### src/sars_pkg.sv
// types, constants and codes shared by the scheduler modules
`timescale 1ns / 1ps
`default_nettype none

package sars_pkg;

   // tick count and wake time width
   localparam int TICK_WIDTH = 32;

   // widths of the transaction fields
   localparam int SLICE_WIDTH = 8;
   localparam int DELAY_WIDTH = 8;
   localparam int TASK_WIDTH  = 2;
   localparam int TASK_COUNT  = 4;
   localparam int CSR_IDX_WIDTH = 3;

   // misses in a row before falling back to idle
   localparam int STREAK_WIDTH = 2;
   localparam logic [STREAK_WIDTH-1:0] TIMEOUT_MISSES = 2'd3;

   // event codes
   localparam logic OP_TICK  = 1'b0;
   localparam logic OP_SLEEP = 1'b1;

   // task numbers
   localparam logic [TASK_WIDTH-1:0] TASK_IDLE  = 2'd0;
   localparam logic [TASK_WIDTH-1:0] TASK_FIRST = 2'd1;
   localparam logic [TASK_WIDTH-1:0] TASK_TWO   = 2'd2;
   localparam logic [TASK_WIDTH-1:0] TASK_LAST  = 2'd3;

   // register indexes
   localparam logic [CSR_IDX_WIDTH-1:0] CSR_IDLE_SLICES  = 3'd0;
   localparam logic [CSR_IDX_WIDTH-1:0] CSR_TASK1_SLICES = 3'd1;
   localparam logic [CSR_IDX_WIDTH-1:0] CSR_TASK2_SLICES = 3'd2;
   localparam logic [CSR_IDX_WIDTH-1:0] CSR_TASK3_SLICES = 3'd3;

   // register reset values
   localparam logic [SLICE_WIDTH-1:0] IDLE_SLICES_RST  = 8'd1;
   localparam logic [SLICE_WIDTH-1:0] TASK1_SLICES_RST = 8'd5;
   localparam logic [SLICE_WIDTH-1:0] TASK2_SLICES_RST = 8'd10;
   localparam logic [SLICE_WIDTH-1:0] TASK3_SLICES_RST = 8'd20;

   // one incoming event
   typedef struct packed {
      logic                   opcode;
      logic [DELAY_WIDTH-1:0] sleep_ticks;
   } event_type;

   // one scheduling result
   typedef struct packed {
      logic [TASK_WIDTH-1:0] running_task;
      logic                  switched;
      logic                  found_asleep;
   } result_type;

endpackage

`default_nettype wire

### src/sars_in_reg.sv
// input register for event transactions
`timescale 1ns / 1ps
`default_nettype none

module sars_in_reg
   import sars_pkg::*;
(
   input  wire logic                   clock,
   input  wire logic                   reset,
   input  wire logic                   req_valid,
   output logic                        req_ready,
   input  wire logic                   req_opcode,
   input  wire logic [DELAY_WIDTH-1:0] req_sleep_ticks,
   input  wire logic                   advance,
   output logic                        ev_valid,
   output event_type                   ev
);

   logic      valid_ff;
   logic      valid_in;
   event_type ev_ff;

   // take a new event when none is held or the held one moves on
   assign req_ready = !valid_ff || advance;

   always_comb begin
      valid_in = valid_ff;
      if (req_ready) begin
         valid_in = req_valid;
      end
   end

   always_ff @(posedge clock) begin
      if (reset) begin
         valid_ff <= 1'b0;
      end else begin
         valid_ff <= valid_in;
      end
   end

   // payload, no reset
   always_ff @(posedge clock) begin
      if (req_valid && req_ready) begin
         ev_ff.opcode      <= req_opcode;
         ev_ff.sleep_ticks <= req_sleep_ticks;
      end
   end

   assign ev_valid = valid_ff;
   assign ev       = ev_ff;

endmodule

`default_nettype wire

### src/sars_core.sv
// scheduler state, slice registers and next-task decision
`timescale 1ns / 1ps
`default_nettype none

module sars_core
   import sars_pkg::*;
(
   input  wire logic                     clock,
   input  wire logic                     reset,
   input  wire logic                     csr_we,
   input  wire logic [CSR_IDX_WIDTH-1:0] csr_index,
   input  wire logic [SLICE_WIDTH-1:0]   csr_wdata,
   input  wire logic                     fire,
   input  wire event_type                ev,
   output result_type                    res
);

   logic [SLICE_WIDTH-1:0]  slice_cfg_ff [TASK_COUNT];
   logic [TICK_WIDTH-1:0]   tick_ff, tick_in;
   logic [TASK_WIDTH-1:0]   cur_ff, cur_in;
   logic [SLICE_WIDTH-1:0]  slices_ff, slices_in;
   logic [TICK_WIDTH-1:0]   wake_ff [TASK_COUNT];
   logic [TICK_WIDTH-1:0]   wake_in [TASK_COUNT];
   logic [STREAK_WIDTH-1:0] streak_ff, streak_in;
   logic                    handover_ff, handover_in;

   logic [TICK_WIDTH-1:0]   tick_nx;
   logic [TASK_COUNT-1:0]   wake_lt;
   logic [TASK_COUNT-1:0]   wake_gt;
   logic [TASK_WIDTH-1:0]   found;
   logic                    do_switch;
   logic                    sw;
   logic                    asleep;

   // slice registers
   always_ff @(posedge clock) begin
      if (reset) begin
         slice_cfg_ff[0] <= IDLE_SLICES_RST;
         slice_cfg_ff[1] <= TASK1_SLICES_RST;
         slice_cfg_ff[2] <= TASK2_SLICES_RST;
         slice_cfg_ff[3] <= TASK3_SLICES_RST;
      end else if (csr_we) begin
         case (csr_index)
            CSR_IDLE_SLICES:  slice_cfg_ff[0] <= csr_wdata;
            CSR_TASK1_SLICES: slice_cfg_ff[1] <= csr_wdata;
            CSR_TASK2_SLICES: slice_cfg_ff[2] <= csr_wdata;
            CSR_TASK3_SLICES: slice_cfg_ff[3] <= csr_wdata;
            default: ;
         endcase
      end
   end

   // advanced count and the wake-time compares, all in parallel
   assign tick_nx = tick_ff + {{(TICK_WIDTH-1){1'b0}}, 1'b1};

   always_comb begin
      for (int i = 0; i < TASK_COUNT; i++) begin
         wake_lt[i] = wake_ff[i] < tick_nx;
         wake_gt[i] = wake_ff[i] > tick_nx;
      end
   end

   // highest-numbered worker that is strictly past its wake time
   always_comb begin
      if (wake_lt[3]) begin
         found = TASK_LAST;
      end else if (wake_lt[2]) begin
         found = TASK_TWO;
      end else if (wake_lt[1]) begin
         found = TASK_FIRST;
      end else begin
         found = TASK_IDLE;
      end
   end

   // next state and result
   always_comb begin
      tick_in     = tick_ff;
      cur_in      = cur_ff;
      slices_in   = slices_ff;
      streak_in   = streak_ff;
      handover_in = handover_ff;
      for (int i = 0; i < TASK_COUNT; i++) begin
         wake_in[i] = wake_ff[i];
      end
      do_switch = 1'b0;
      sw        = 1'b0;
      asleep    = 1'b0;

      case (ev.opcode)
         OP_SLEEP: begin
            wake_in[cur_ff] = tick_ff + {{(TICK_WIDTH-DELAY_WIDTH){1'b0}}, ev.sleep_ticks};
         end
         OP_TICK: begin
            tick_in   = tick_nx;
            do_switch = 1'b1;

            // from idle, take over a worker that is awake
            if (cur_ff == TASK_IDLE) begin
               if (found == TASK_IDLE) begin
                  do_switch = 1'b0;
               end else begin
                  cur_in      = found;
                  handover_in = 1'b1;
               end
            end

            // check the running worker
            if (cur_in != TASK_IDLE) begin
               if (wake_gt[cur_in]) begin
                  asleep    = 1'b1;
                  streak_in = streak_ff + {{(STREAK_WIDTH-1){1'b0}}, 1'b1};
               end else begin
                  streak_in = '0;
                  slices_in = slices_ff - {{(SLICE_WIDTH-1){1'b0}}, 1'b1};
                  if (slices_in != '0) begin
                     do_switch = 1'b0;
                  end
               end
            end

            // switch: idle after too many misses, else rotate unless just taken over
            if (do_switch) begin
               sw = 1'b1;
               if (streak_in == TIMEOUT_MISSES) begin
                  cur_in    = TASK_IDLE;
                  streak_in = '0;
               end else if (!handover_in) begin
                  cur_in = (cur_in == TASK_LAST) ? TASK_FIRST :
                           cur_in + {{(TASK_WIDTH-1){1'b0}}, 1'b1};
               end
               slices_in   = slice_cfg_ff[cur_in];
               handover_in = 1'b0;
            end
         end
         default: ;
      endcase

      res.running_task = cur_in;
      res.switched     = sw;
      res.found_asleep = asleep;
   end

   // state registers, updated once per event
   always_ff @(posedge clock) begin
      if (reset) begin
         tick_ff     <= '0;
         cur_ff      <= TASK_LAST;
         slices_ff   <= {{(SLICE_WIDTH-1){1'b0}}, 1'b1};
         streak_ff   <= '0;
         handover_ff <= 1'b0;
         for (int i = 0; i < TASK_COUNT; i++) begin
            wake_ff[i] <= '0;
         end
      end else if (fire) begin
         tick_ff     <= tick_in;
         cur_ff      <= cur_in;
         slices_ff   <= slices_in;
         streak_ff   <= streak_in;
         handover_ff <= handover_in;
         for (int i = 0; i < TASK_COUNT; i++) begin
            wake_ff[i] <= wake_in[i];
         end
      end
   end

endmodule

`default_nettype wire

### src/sars_out_reg.sv
// result register for response transactions
`timescale 1ns / 1ps
`default_nettype none

module sars_out_reg
   import sars_pkg::*;
(
   input  wire logic                  clock,
   input  wire logic                  reset,
   input  wire logic                  load,
   input  wire result_type            res,
   output logic                       free,
   output logic                       rsp_valid,
   input  wire logic                  rsp_ready,
   output logic [TASK_WIDTH-1:0]      rsp_running_task,
   output logic                       rsp_switched,
   output logic                       rsp_found_asleep
);

   logic       valid_ff;
   logic       valid_in;
   result_type res_ff;

   // free when empty or being taken this cycle
   assign free = !valid_ff || rsp_ready;

   always_comb begin
      valid_in = valid_ff;
      if (free) begin
         valid_in = load;
      end
   end

   always_ff @(posedge clock) begin
      if (reset) begin
         valid_ff <= 1'b0;
      end else begin
         valid_ff <= valid_in;
      end
   end

   // payload, no reset
   always_ff @(posedge clock) begin
      if (load && free) begin
         res_ff <= res;
      end
   end

   assign rsp_valid        = valid_ff;
   assign rsp_running_task = res_ff.running_task;
   assign rsp_switched     = res_ff.switched;
   assign rsp_found_asleep = res_ff.found_asleep;

endmodule

`default_nettype wire

### src/sleep_aware_round_robin_scheduler.sv
// top level of the sleep-aware round-robin task scheduler
//
//   channel   direction  handshake            payload
//   req_      in         req_valid/req_ready  req_opcode, req_sleep_ticks
//   rsp_      out        rsp_valid/rsp_ready  rsp_running_task, rsp_switched,
//                                             rsp_found_asleep
//   csr_      in         csr_we               csr_index, csr_wdata
//
// one event per cycle sustained while rsp_ready holds; a taken event passes the
// input register, then decision logic into the result register
// every event gives exactly one result; the state updates as the result is loaded
// synchronous reset sets the state and loads the slice registers' reset values
// a stalled result holds the result register, and the input register takes the
// next event as soon as its held one moves on
`timescale 1ns / 1ps
`default_nettype none

module sleep_aware_round_robin_scheduler
   import sars_pkg::*;
(
   input  wire logic                     clock,
   input  wire logic                     reset,
   input  wire logic                     req_valid,
   output logic                          req_ready,
   input  wire logic                     req_opcode,
   input  wire logic [DELAY_WIDTH-1:0]   req_sleep_ticks,
   output logic                          rsp_valid,
   input  wire logic                     rsp_ready,
   output logic [TASK_WIDTH-1:0]         rsp_running_task,
   output logic                          rsp_switched,
   output logic                          rsp_found_asleep,
   input  wire logic                     csr_we,
   input  wire logic [CSR_IDX_WIDTH-1:0] csr_index,
   input  wire logic [SLICE_WIDTH-1:0]   csr_wdata
);

   logic       ev_valid;
   event_type  ev;
   result_type res;
   logic       out_free;
   logic       fire;

   // event moves into the result register when that is free
   assign fire = ev_valid && out_free;

   sars_in_reg u_in_reg (
      .clock           (clock),
      .reset           (reset),
      .req_valid       (req_valid),
      .req_ready       (req_ready),
      .req_opcode      (req_opcode),
      .req_sleep_ticks (req_sleep_ticks),
      .advance         (out_free),
      .ev_valid        (ev_valid),
      .ev              (ev)
   );

   sars_core u_core (
      .clock     (clock),
      .reset     (reset),
      .csr_we    (csr_we),
      .csr_index (csr_index),
      .csr_wdata (csr_wdata),
      .fire      (fire),
      .ev        (ev),
      .res       (res)
   );

   sars_out_reg u_out_reg (
      .clock            (clock),
      .reset            (reset),
      .load             (ev_valid),
      .res              (res),
      .free             (out_free),
      .rsp_valid        (rsp_valid),
      .rsp_ready        (rsp_ready),
      .rsp_running_task (rsp_running_task),
      .rsp_switched     (rsp_switched),
      .rsp_found_asleep (rsp_found_asleep)
   );

   // a task found asleep always forces a switch
   a_asleep_switches: assert property (@(posedge clock) disable iff (reset)
      rsp_valid |-> (!rsp_found_asleep || rsp_switched))
      else $error("found_asleep without a switch");

   // a free result register never holds back the input side
   a_ready_when_free: assert property (@(posedge clock) disable iff (reset)
      out_free |-> req_ready)
      else $error("input stalled while result register free");

   // a processed event shows up as a result in the next cycle
   a_fire_gives_result: assert property (@(posedge clock) disable iff (reset)
      fire |=> rsp_valid)
      else $error("processed event gave no result");

endmodule

`default_nettype wire
### config.mk
export PLATFORM = sky130hd
export DESIGN_NAME = sleep_aware_round_robin_scheduler
export DESIGN_NICKNAME = d
export VERILOG_FILES = /design/src/sars_pkg.sv /design/src/sars_in_reg.sv /design/src/sars_core.sv /design/src/sars_out_reg.sv /design/src/sleep_aware_round_robin_scheduler.sv
export SDC_FILE = /design/constraint.sdc
export NUM_CORES = 1
export LEC_CHECK = 0
export BUFFER_PORTS_ARGS = -buffer_cell sky130_fd_sc_hd__buf_2
export CAP_MARGIN = 20
export CORE_MARGIN = 5
export CORE_UTILIZATION = 38
export CTS_BUF_LIST = sky130_fd_sc_hd__clkbuf_4 sky130_fd_sc_hd__clkbuf_8
export CTS_CLUSTER_DIAMETER = 150
export DETAILED_ROUTE_END_ITERATION = 10
export PLACE_DENSITY = 0.6
export SYNTH_ARGS = -nofsm -noshare
export SYNTH_HDL_FRONTEND = slang
export SYNTH_SLANG_ARGS = --single-unit
### constraint.sdc
create_clock -name clock -period 20.5 [get_ports clock]
set_clock_uncertainty 0.2 [all_clocks]
set_input_delay 1.025 -clock clock [delete_from_list [all_inputs] [get_ports clock]]
set_output_delay 1.025 -clock clock [all_outputs]
set_load 0.005 [all_outputs]
**After elaboration in Yosys (flattened, before gate mapping)**

Memories as Yosys holds them, arrays and structs flattened.
Index checks and enable logic that the tools add are counted.

- Bits in writable memories: 160
- Flip-flop bits (word level): 60
- Memories kept: 2
- Output and inout bits: 6

Memory list:

| name | depth | width | read ports | clocked after memory_dff | wr ports | line | source |
|---|---|---|---|---|---|---|---|
| u_core.wake_ff | 4 | 32 | 4 | 0 | 4 | sars_core.sv:22 | `logic [TICK_WIDTH-1:0] wake_ff [TASK_COUNT];` |
| u_core.slice_cfg_ff | 4 | 8 | 1 | 0 | 4 | sars_core.sv:18 | `logic [SLICE_WIDTH-1:0] slice_cfg_ff [TASK_COUNT];` |

- Eq/ne operators: 6
- Bitwise logic cells: 11
- Muxes and demuxes: 68
- Reductions and logical operators: 16
- Add/sub/neg operators: 5
- Order comparisons: 10

Operator list:

| kind | number |
|---|---|
| $mux 32 | 5 |
| $bwmux 128 | 1 |
| $gt 32x32->1 | 4 |
| $mux 128 | 1 |
| $lt 32x32->1 | 3 |
| $demux 32 s2 | 1 |
| $mux 8 | 7 |
| $mux 1 | 35 |
| $mux 2 | 17 |
| $add 32x1->32 const B | 1 |
| $add 32x8->32 | 1 |
| $or 1x1->1 | 8 |
| $reduce_bool 8->1 | 1 |
| $sub 8x1->8 const B | 1 |
| $eq 3x2->1 const B | 2 |
| $add 2x1->2 const B | 2 |
| $eq 2x2->1 const B | 2 |
| $logic_not 2->1 | 2 |
| $reduce_and 4->1 | 1 |
| $reduce_bool 2->1 | 2 |
| $eq 3x1->1 const B | 1 |
| $ge 3x3->1 const B | 1 |
| $logic_and 1x1->1 | 3 |
| $logic_not 3->1 | 1 |
| other kinds (10) | 13 |

**Depth between registers and ports, before layout**

Gate-level depths: netlist of the first run.

- Depth in word-level cells: 20
- Depth in mapped cells: 30
- Gate-level depth less buffers: 29

**Cells and area by module**

From an unflattened synthesis of the first run, not the netlist that was laid out.

- Cells, all modules: 1507
- Area, all modules: 14482.6 um^2

By module, submodules not included:

| module | area an instance (um^2) | times used | cells an instance |
|---|---|---|---|
| sars_core | 13975.9 | 1 | 1483 |
| sars_in_reg | 325.3 | 1 | 14 |
| sars_out_reg | 175.2 | 1 | 9 |
| sleep_aware_round_robin_scheduler | 6.3 | 1 | 1 |

**Least setup slack after synthesis of the first run**

No wires, ideal clock.

- Kind: flip-flop to flip-flop
- From: register u_core.tick_ff[0]
- To: register u_core.slices_ff[6]
- Path slack: 13.893 ns
- Data arrival time: 6.316 ns
- Required time: 20.209 ns
- Buffers on the path: 1
- Stages on the path, launching flop included: 30
- Period minus slack after synthesis: 6.607 ns
- Path through: dfxtp_1 -> ha_1 -> nand3_2 -> nor2_1 -> and3_1 -> nand3_1 -> or2_2 -> clkbuf_1 -> nor3_1 -> and2_1 -> nand3_1 -> xor2_1 -> ha_1 -> nand4_1 -> or4_1 -> inv_1 -> o2111a_1 -> a211oi_1 -> and2_1 -> a311o_2 -> ha_1 -> nor2_1 -> a21oi_1 -> a31oi_1 -> a21o_1 -> nand2b_1 -> a21oi_1 -> nor3b_1 -> nand2_1 -> a311oi_1

- Cells in the longest elaborated chain, start to end: 20
- Elaborated cells between the ends (all ways): 43
- Classes of those cells: add/sub: 2; order compare: 7; eq/ne: 3; mux: 26; reduce/logical: 4; memory: 1

Ends and longest elaborated chain:

| what | line | source |
|---|---|---|
| start: declaration | sars_core.sv:19 | `logic [TICK_WIDTH-1:0] tick_ff, tick_in;` |
| start signal: assignment | sars_core.sv:156 | `tick_ff <= tick_in;` |
| $add 32x1->32 (*) | sars_core.sv:54 | `assign tick_nx = tick_ff + {{(TICK_WIDTH-1){1'b0}}, 1'b1};` |
| $lt 32x32->1 | sars_core.sv:58 | `wake_lt[i] = wake_ff[i] < tick_nx;` |
| $mux 1 | sars_core.sv:69 | `end else if (wake_lt[1]) begin` |
| $mux 2 | sars_core.sv:67 | `end else if (wake_lt[2]) begin` |
| $mux 2 | sars_core.sv:65 | `if (wake_lt[3]) begin` |
| $logic_not 2->1 | sars_core.sv:100 | `if (found == TASK_IDLE) begin` |
| $mux 2 | sars_core.sv:100 |  |
| $mux 2 | sars_core.sv:99 | `if (cur_ff == TASK_IDLE) begin` |
| [... 4 more ...] | - |  |
| $mux 2 | sars_core.sv:109 | `if (cur_in != TASK_IDLE) begin` |
| $mux 2 | sars_core.sv:90 | `case (ev.opcode)` |
| $eq 2x2->1 | sars_core.sv:125 | `if (streak_in == TIMEOUT_MISSES) begin` |
| $mux 2 | sars_core.sv:125 |  |
| $mux 2 | sars_core.sv:123 | `if (do_switch) begin` |
| $mux 2 | sars_core.sv:90 |  |
| $mem_v2 4x8 | - |  |
| $mux 8 | sars_core.sv:123 |  |
| end signal: assignment | sars_core.sv:149 | `slices_ff <= {{(SLICE_WIDTH-1){1'b0}}, 1'b1};` |
| end signal: assignment | sars_core.sv:158 | `slices_ff <= slices_in;` |
| end: declaration | sars_core.sv:21 | `logic [SLICE_WIDTH-1:0] slices_ff, slices_in;` |

Mark *: on every way between the ends. The rest lies on a longest branch, timed or not. The select of a mux whose other input is x is not followed.
A chain may end at the register's enable or synchronous reset.

**Worst setup path in the final report of the first run**

Ends and elaborated chain as after synthesis.

==> summary.md, run 1 <==
| Metric | Value |
|---|---|
| Syn Nets | 1638 |
| RSZ-0062 raised after global routing | no |
| Slew Limit Headroom | 27.1% |
| Placer Congestion | 0.903 |
| Worst hold path stage count | 2 |
| Syn Inst Count | 1479 |
| Multi-input logic area | 7740 sq um |
| Drt pass-1 iters | 5 |
| Seq/Total Area, Yosys | 43.1% |
| CP Buf/Inv Count | 1 |
| Cell Rows | 70 |
| Die span in x | 203 um |
| Post-synth ARST share | 0% |
| DR iter-0 viols | 610 |
| Warnings, synthesis | 0 |
| Register share of total power | 45.4% |
| Logic pwr share | 12.6% |
| Reg2Reg Depth | 28 |
| Post-Route WL | 37.9 mm |
| Detailed-route via count | 11100 |
| Clk_lat worst skew | 590 ps |
| CTS buffer count | 40 |
| Startpoint types | flip-flop |
| Vias in the first global route | 10800 |
| Most used cell, CP | ha_1 |
| Register bit total from synthesis | 220 |
| Grt ovf | 0 |
| Non-filler instance count after layout | 1995 |
| CTS sink cnt | 220 |
| CP Capture Type | flip-flop |
| Design Power | 1.15 mW |
| CTS hold repair buffers | 0 |
| Kind of critical path | reg -> reg |
| Netlist cell types | 79 |
| CTS Root Cell | clkbuf_8 |
| Post-synth EDFFs | 173 |
| # diodes | 0 |
| Wire per inst | 19.0 um |
| Post-cts repair resize count | 0 |
| Layout area overhead | 10.8% |
| Clock Power Share | 42.0% |
| Max Cap Violations | 0 |
| Fill cell count | 3583 |
| Family with the most delay on the worst path | simple AND/OR/NAND/NOR gates |
| Setup TNS | 0 ps |
| Placed cells | 1920 |
| Worst slew pin tran | 1090 ps |
| Syn_area_per_cell | 9.62 sq um |
| Area after DPL | 14800 sq um |
| Num ports | 31 |
| Top_reg_cell synth | edfxtp_1 |
| WP depth | 28 |
| Final hold vios | 0 |
| Post-CTS setup buffers | 0 |
| Leak | 5.79 nW |
| Final setup vio count | 0 |
| Post-detailed-route count of antenna-violating nets | 0 |
| Chip Height | 203 um |
| Ratio of cells with drive above 1 in the final layout | 9.76% |
| Gr usage total | 18.0% |
| DRC viols | 0 |
| Hpwl dp | 26.7 mm |
| Initial antenna violation count | 0 |
| Max H-tree Level | 2 |
| CP Data Required Time | 20790 ps |
| Worst Path Arrival | 8150 ps |
| Final Net Count | 1654 |
| PnR worst setup slack | 12640 ps |
| PwrDens | 73.2 nW/um^2 |
| Switching portion of total power | 26.8% |
| Total die area | 41400 sq um |
| IR Drop Worst-Case VDD | 0.0000510 V |
| Finished Cell Area | 15800 sq um |
| Dpl ws | 12690 ps |
| Peak Freq | 127 MHz |
| Max Slew Vio Count | 0 |
| CTS max path bufs | 3 |
| Netlist Area Pre-Place | 14200 sq um |
| Period utilization | 38.3% |
| Crit-path slowest cell | nor3_1 |
| Hold Slack | 286 ps |
| Worst hold path type | reg -> reg |
| Switching pwr | 0.310 mW |
| Critical path peak fanout | 8 |
| Number of vias per cell | 5.56 |
| Storage element area | 6140 sq um |
| Tmin final | 7860 ps |
| P_int | 0.844 mW |
| First-pass GRT wire length | 59.9 mm |
| Largest net degree at the start of global routing | 79 |
| PortBufs | 30 |
| Initial Util | 38.7% |
| Core Util, Final | 42.8% |
| Delay of the slowest critical-path stage | 670 ps |
| CORE AREA | 36800 sq um |
| TritonCTS clock tree | done |
| Status | finished, final reports clean |
| Clk slew on worst S/H paths | 60 ps |
-- area by class of cell --
type | instances | area share (%)
multi-input combinational | 1156 | 49.1
tap | 468 | 3.72
inverter | 34 | 0.810
timing repair buffer | 43 | 1.52
clock inverter | 16 | 1.29
sequential | 220 | 38.9
clock buffer | 58 | 4.63
-- cell usage in the layout, fill, tap and decap left out, types with 34 or more instances in the layout --
cell and instances:
nor2_1 178, edfxtp_1 173, nand2_1 160, ha_1 133, a211oi_1 101, a21oi_1 87
xor2_1 51, o21ai_0 49, clkbuf_8 47, dfxtp_1 47, and2_1 34, xnor2_1 34
-- power by group through the flow --
stage	clock (mW)	sequential (mW)	combinational (mW)
final	0.485	0.524	0.145
after global routing	0.518	0.527	0.162
after CTS	0.497	0.524	0.145
after detailed placement	0	0.533	0.145
after global placement	0	0.533	0.142
after floorplan	0	0.528	0.104
-- path summary, 6_finish.rpt --
path / from / slack (ps) / end
max: u_core.tick_ff[0]$_SDFFE_PP0P_ / 12640 / u_core.slices_ff[6]$_SDFFE_PP0P_
min: u_core.streak_ff[1]$_SDFFE_PP0P_ / 290 / u_core.streak_ff[1]$_SDFFE_PP0P_
max reg2reg: u_core.tick_ff[0]$_SDFFE_PP0P_ / 12640 / u_core.slices_ff[6]$_SDFFE_PP0P_
min reg2reg: u_core.streak_ff[1]$_SDFFE_PP0P_ / 290 / u_core.streak_ff[1]$_SDFFE_PP0P_
-- metal layers --
layer  wire length [um]  track usage [%]  vias to the layer above  share of wire, %
li1                   -                -                     5518                 -
met1              17700             24.6                     5277                47
met2              17300             29.2                      232                46
met3               1760             3.12                       74               4.6
met4               1190             6.00                        0               3.1
met5                  0                0                        -                 0
-- state kept, by name (all words and copies together), names as in the netlist --
| signal | flops |
|---|---|
| u_core.cur_ff | 2 |
| u_out_reg.rsp_running_task | 2 |
| u_core.wake_ff | 128 |
| u_in_reg.ev_valid | 1 |
| u_core.streak_ff | 2 |
| u_out_reg.rsp_switched | 1 |
| u_out_reg.rsp_found_asleep | 1 |
| u_core.slice_cfg_ff | 32 |
| u_core.handover_ff | 1 |
| u_core.tick_ff | 32 |
| u_core.slices_ff | 8 |
| u_in_reg.ev | 9 |
| u_out_reg.rsp_valid | 1 |
-- worst reg2reg max path: cells and delay by family, from the launching register on --
kind / cells / cell delay, ps
and+or+nand+nor: 15 / 3970
AOI/OAI and AO/OA: 8 / 1860
DFF: 1 / 440
xor gates and xnor gates: 1 / 390
adders and majority gates: 3 / 800
buffers and inverters: 1 / 90
-- synthesized netlist by cell type, types with 3 or more instances --
cell type	count	area (sq um)
mux2i_1	5	50.1
o21ai_1	6	30.0
xnor2_1	34	298
or2_2	11	68.8
a41o_1	4	40.0
nand2_1	162	608
or4_1	3	22.5
ha_1	133	1660
nand3_1	30	150
nor4_1	8	50.1
inv_1	32	120
a31oi_1	8	50.1
buf_2	7	35.0
nor2b_1	21	131
edfxtp_1	173	5190
a21boi_0	4	30.0
a21oi_1	87	435
xor2_1	51	447
nand2b_1	20	125
nor2_1	182	683
o21ai_0	49	245
nor3_1	22	110
a211oi_1	101	758
dfxtp_1	47	941
a21boi_1	3	22.5
buf_1	5	18.8
and4_1	5	43.8
o2111ai_1	8	70.1
a21o_1	24	180
and3_1	11	68.8
and2_1	34	213
a2111oi_0	3	26.3
xnor3_1	3	67.6
o211ai_1	6	45.0
clkbuf_1	57	214
nand4_1	32	200
a211o_1	7	61.3
o22ai_1	3	18.8
or3_1	12	75.1
o221ai_1	5	43.8
o21a_1	13	97.6
o31ai_1	3	22.5
-- logic make-up (layout without fill, tap and decap cells) --
group	Yosys count	in the layout	share of synthesized area, %
simple gates	569	569	19.0
flops	220	220	43.1
buf+inv	103	151	2.78
fa+ha+maj	134	134	11.8
xor+xnor	88	88	5.71
compound gates	356	356	16.8
mux	9	9	0.686
No activity file was read; power rests on OpenSTA's default activity.
==> run 2, diff against run 1 <==
--- a/config.mk
+++ b/config.mk
@@ -12,7 +12,7 @@
 export CTS_BUF_LIST = sky130_fd_sc_hd__clkbuf_4 sky130_fd_sc_hd__clkbuf_8
 export CTS_CLUSTER_DIAMETER = 150
 export DETAILED_ROUTE_END_ITERATION = 10
-export PLACE_DENSITY = 0.6
+export PLACE_DENSITY = 0.62
 export SYNTH_ARGS = -nofsm -noshare
 export SYNTH_HDL_FRONTEND = slang
 export SYNTH_SLANG_ARGS = --single-unit
==> constraint.sdc (replaced) <==
create_clock -name clock -period 6.5 [get_ports clock]
set_clock_uncertainty 0.2 [all_clocks]
set_input_delay 0.325 -clock clock [delete_from_list [all_inputs] [get_ports clock]]
set_output_delay 0.325 -clock clock [all_outputs]
set_load 0.005 [all_outputs]
==> run 2 against run 1 <==
Register-to-register slack worse by 12000 ps. Via count up 3.2%. Die area unchanged. Critical path type unchanged. Highest routed layer unchanged.
==> summary.md, run 2 (same netlist as run 1, synthesis figures left out) <==
| Metric | Value |
|---|---|
| Final setup vio count | 0 (unchanged) |
| Most frequent cells in the layout | 177 x nor2_1, 173 x edfxtp_1, 160 x nand2_1 |
| Post-detailed-route count of antenna-violating nets | 0 (unchanged) |
| Total die area | 41400 sq um (unchanged) |
| CTS buffer count | 41 (+2.5%) |
| Worst hold path type | in -> reg |
| Kind of critical path | reg -> reg |
| Dpl ws | -33.8 ps (-12720 ps) |
| Worst slew pin tran | 962 ps (-131 ps) |
| CP Capture Type | flip-flop |
| Top flop regs | u_core.wake_ff (128), u_core.slice_cfg_ff (32), u_core.tick_ff (32) |
| Clk_lat worst skew | 570 ps (-20 ps) |
| Max Slew Vio Count | 0 (unchanged) |
| Grt ovf | 0 (unchanged) |
| Chip Height | 203 um (unchanged) |
| Status | finished, final reports clean |
| Placed cells | 1947 (+1.4%) |
| Max Cap Violations | 0 (unchanged) |
| Layout area overhead | 15.0% |
| TritonCTS clock tree | done |
| Commonest non-fill, non-tap cell in the layout | nor2_1 |
| Setup TNS | 0 ps (unchanged) |
| PortBufs | 30 (unchanged) |
| Placer Congestion | 0.869 (-3.9%) |
| Cell Rows | 70 (unchanged) |
| Core Util, Final | 44.5% (+1.6 points) |
| Final Net Count | 1717 (+3.8%) |
| Largest net degree at the start of global routing | 70 (-11%) |
| Startpoint types | flip-flop |
| Wire per inst | 18.5 um (-2.5%) |
| Non-filler instance count after layout | 2059 (+3.2%) |
| Hold Slack | 53.5 ps (-233 ps) |
| First-pass GRT wire length | 60.5 mm (+0.92%) |
| Peak Freq | 164 MHz (+29%) |
| Hpwl dp | 27.0 mm (+0.82%) |
| Area after DPL | 15000 sq um (+1.5%) |
| DR iter-0 viols | 738 (+21%) |
| DRC viols | 0 (unchanged) |
| Critical path peak fanout | 8 (unchanged) |
| CORE AREA | 36800 sq um (unchanged) |
| PnR worst setup slack | 418 ps (-12220 ps) |
| IR Drop Worst-Case VDD | 0.000200 V (+290%) |
| Period utilization | 93.6% (+55 points) |
| Max H-tree Level | 2 (unchanged) |
| Initial Util | 38.7% (unchanged) |
| Detailed-route via count | 11500 (+3.2%) |
| Ratio of cells with drive above 1 in the final layout | 12.9% (+3.1 points) |
| Max FFs per register | 128 (unchanged) |
| Worst Path Arrival | 6320 ps (-1830 ps) |
| # diodes | 0 (unchanged) |
| Clk slew on worst S/H paths | 60 ps (about the same) |
| Finished Cell Area | 16400 sq um (+3.8%) |
| Die span in x | 203 um (unchanged) |
| Initial antenna violation count | 0 (unchanged) |
| CTS Root Cell | clkbuf_8 |
| Gr usage total | 18.0% (about the same) |
| Biggest register | u_core.wake_ff |
| Tmin final | 6080 ps (-1780 ps) |
| Post-Route WL | 38.2 mm (+0.63%) |
| Design Power | 3.59 mW (+210%) |
| CP Data Required Time | 6740 ps (-14050 ps) |
| CTS max path bufs | 3 (unchanged) |
| Number of vias per cell | 5.57 (about the same) |
| Final hold vios | 0 (unchanged) |
| Leak | 6.11 nW (+5.4%) |
| Slew Limit Headroom | 35.3% (+8.2 points) |
| CTS sink cnt | 220 (unchanged) |
| Drt pass-1 iters | 6 (+1) |
| PwrDens | 220 nW/um^2 (+200%) |
| Num ports | 31 (unchanged) |
| Vias in the first global route | 11300 (+3.9%) |
## run 2: cell types whose count changed in the layout (fill, tap and decap cells not counted), sizes merged
cell	previous run	this run
buf	42	80
clkbuf	59	64
bufinv	4	1
clkinvlp	0	1
clkinv	11	10
dlygate4sd3	0	24
## run 2: layout make-up
type | instances | area [sq um]
clock buffer | 63 | 779
clock inverter | 13 | 93.8
fill | 3584 | 20400
inverter | 34 | 128
multi-input combinational | 1156 | 7850
sequential | 220 | 6140
tap | 468 | 586
timing repair buffer | 105 | 778
## run 2: final timing paths
check,start,slack (ps),cells past startpoint,endpoint
max,u_core.tick_ff[16]$_SDFFE_PP0P_,420,23,u_core.slices_ff[2]$_SDFFE_PP0P_
min,csr_index[1],50,3,u_core.slice_cfg_ff[2][7]$_SDFFCE_PN0P_
max reg2reg,u_core.tick_ff[16]$_SDFFE_PP0P_,420,23,u_core.slices_ff[2]$_SDFFE_PP0P_
min reg2reg,u_core.streak_ff[1]$_SDFFE_PP0P_,290,2,u_core.streak_ff[1]$_SDFFE_PP0P_
## run 2: worst max-delay path, cell delays in order, from the launching register on
cell and delay (ps):
dfxtp_1 470, nand4_1 290, nor2_2 250, and3_1 250, and3_1 310, and2_1 270
nand2_1 120, xor2_2 190, ha_1 370, nand4_1 150, or2_2 330, nor3_1 290
o2111ai_1 200, o211ai_1 170, or2_0 150, a311o_2 270, inv_2 70, ha_2 230
nor4b_1 270, buf_4 200, a21o_1 290, nor3_4 110, a2111oi_2 410, nor3_1 100
## run 2: timing repair
action,CTS,global route
endpoints found under the hold margin,45,0
pin swaps,0,3
setup endpoints to repair,1,14
resized for setup,1,25
buffers inserted,0,10
hold buffers,24,0
cloned,0,0
## run 2: per-layer routing
metal | share of wire (%) | global-route usage (%)
met5 | 0 | 0
met4 | 2.7 | 5.61
met3 | 4.6 | 2.96
met2 | 47 | 30.0
met1 | 46 | 24.2
## run 2: power breakdown
| part | total [mW] | internal, mW | switching, mW |
|---|---|---|---|
| registers | 1.66 | 1.60 | 0.0547 |
| clock network | 1.42 | 0.808 | 0.615 |
| logic | 0.515 | 0.212 | 0.303 |
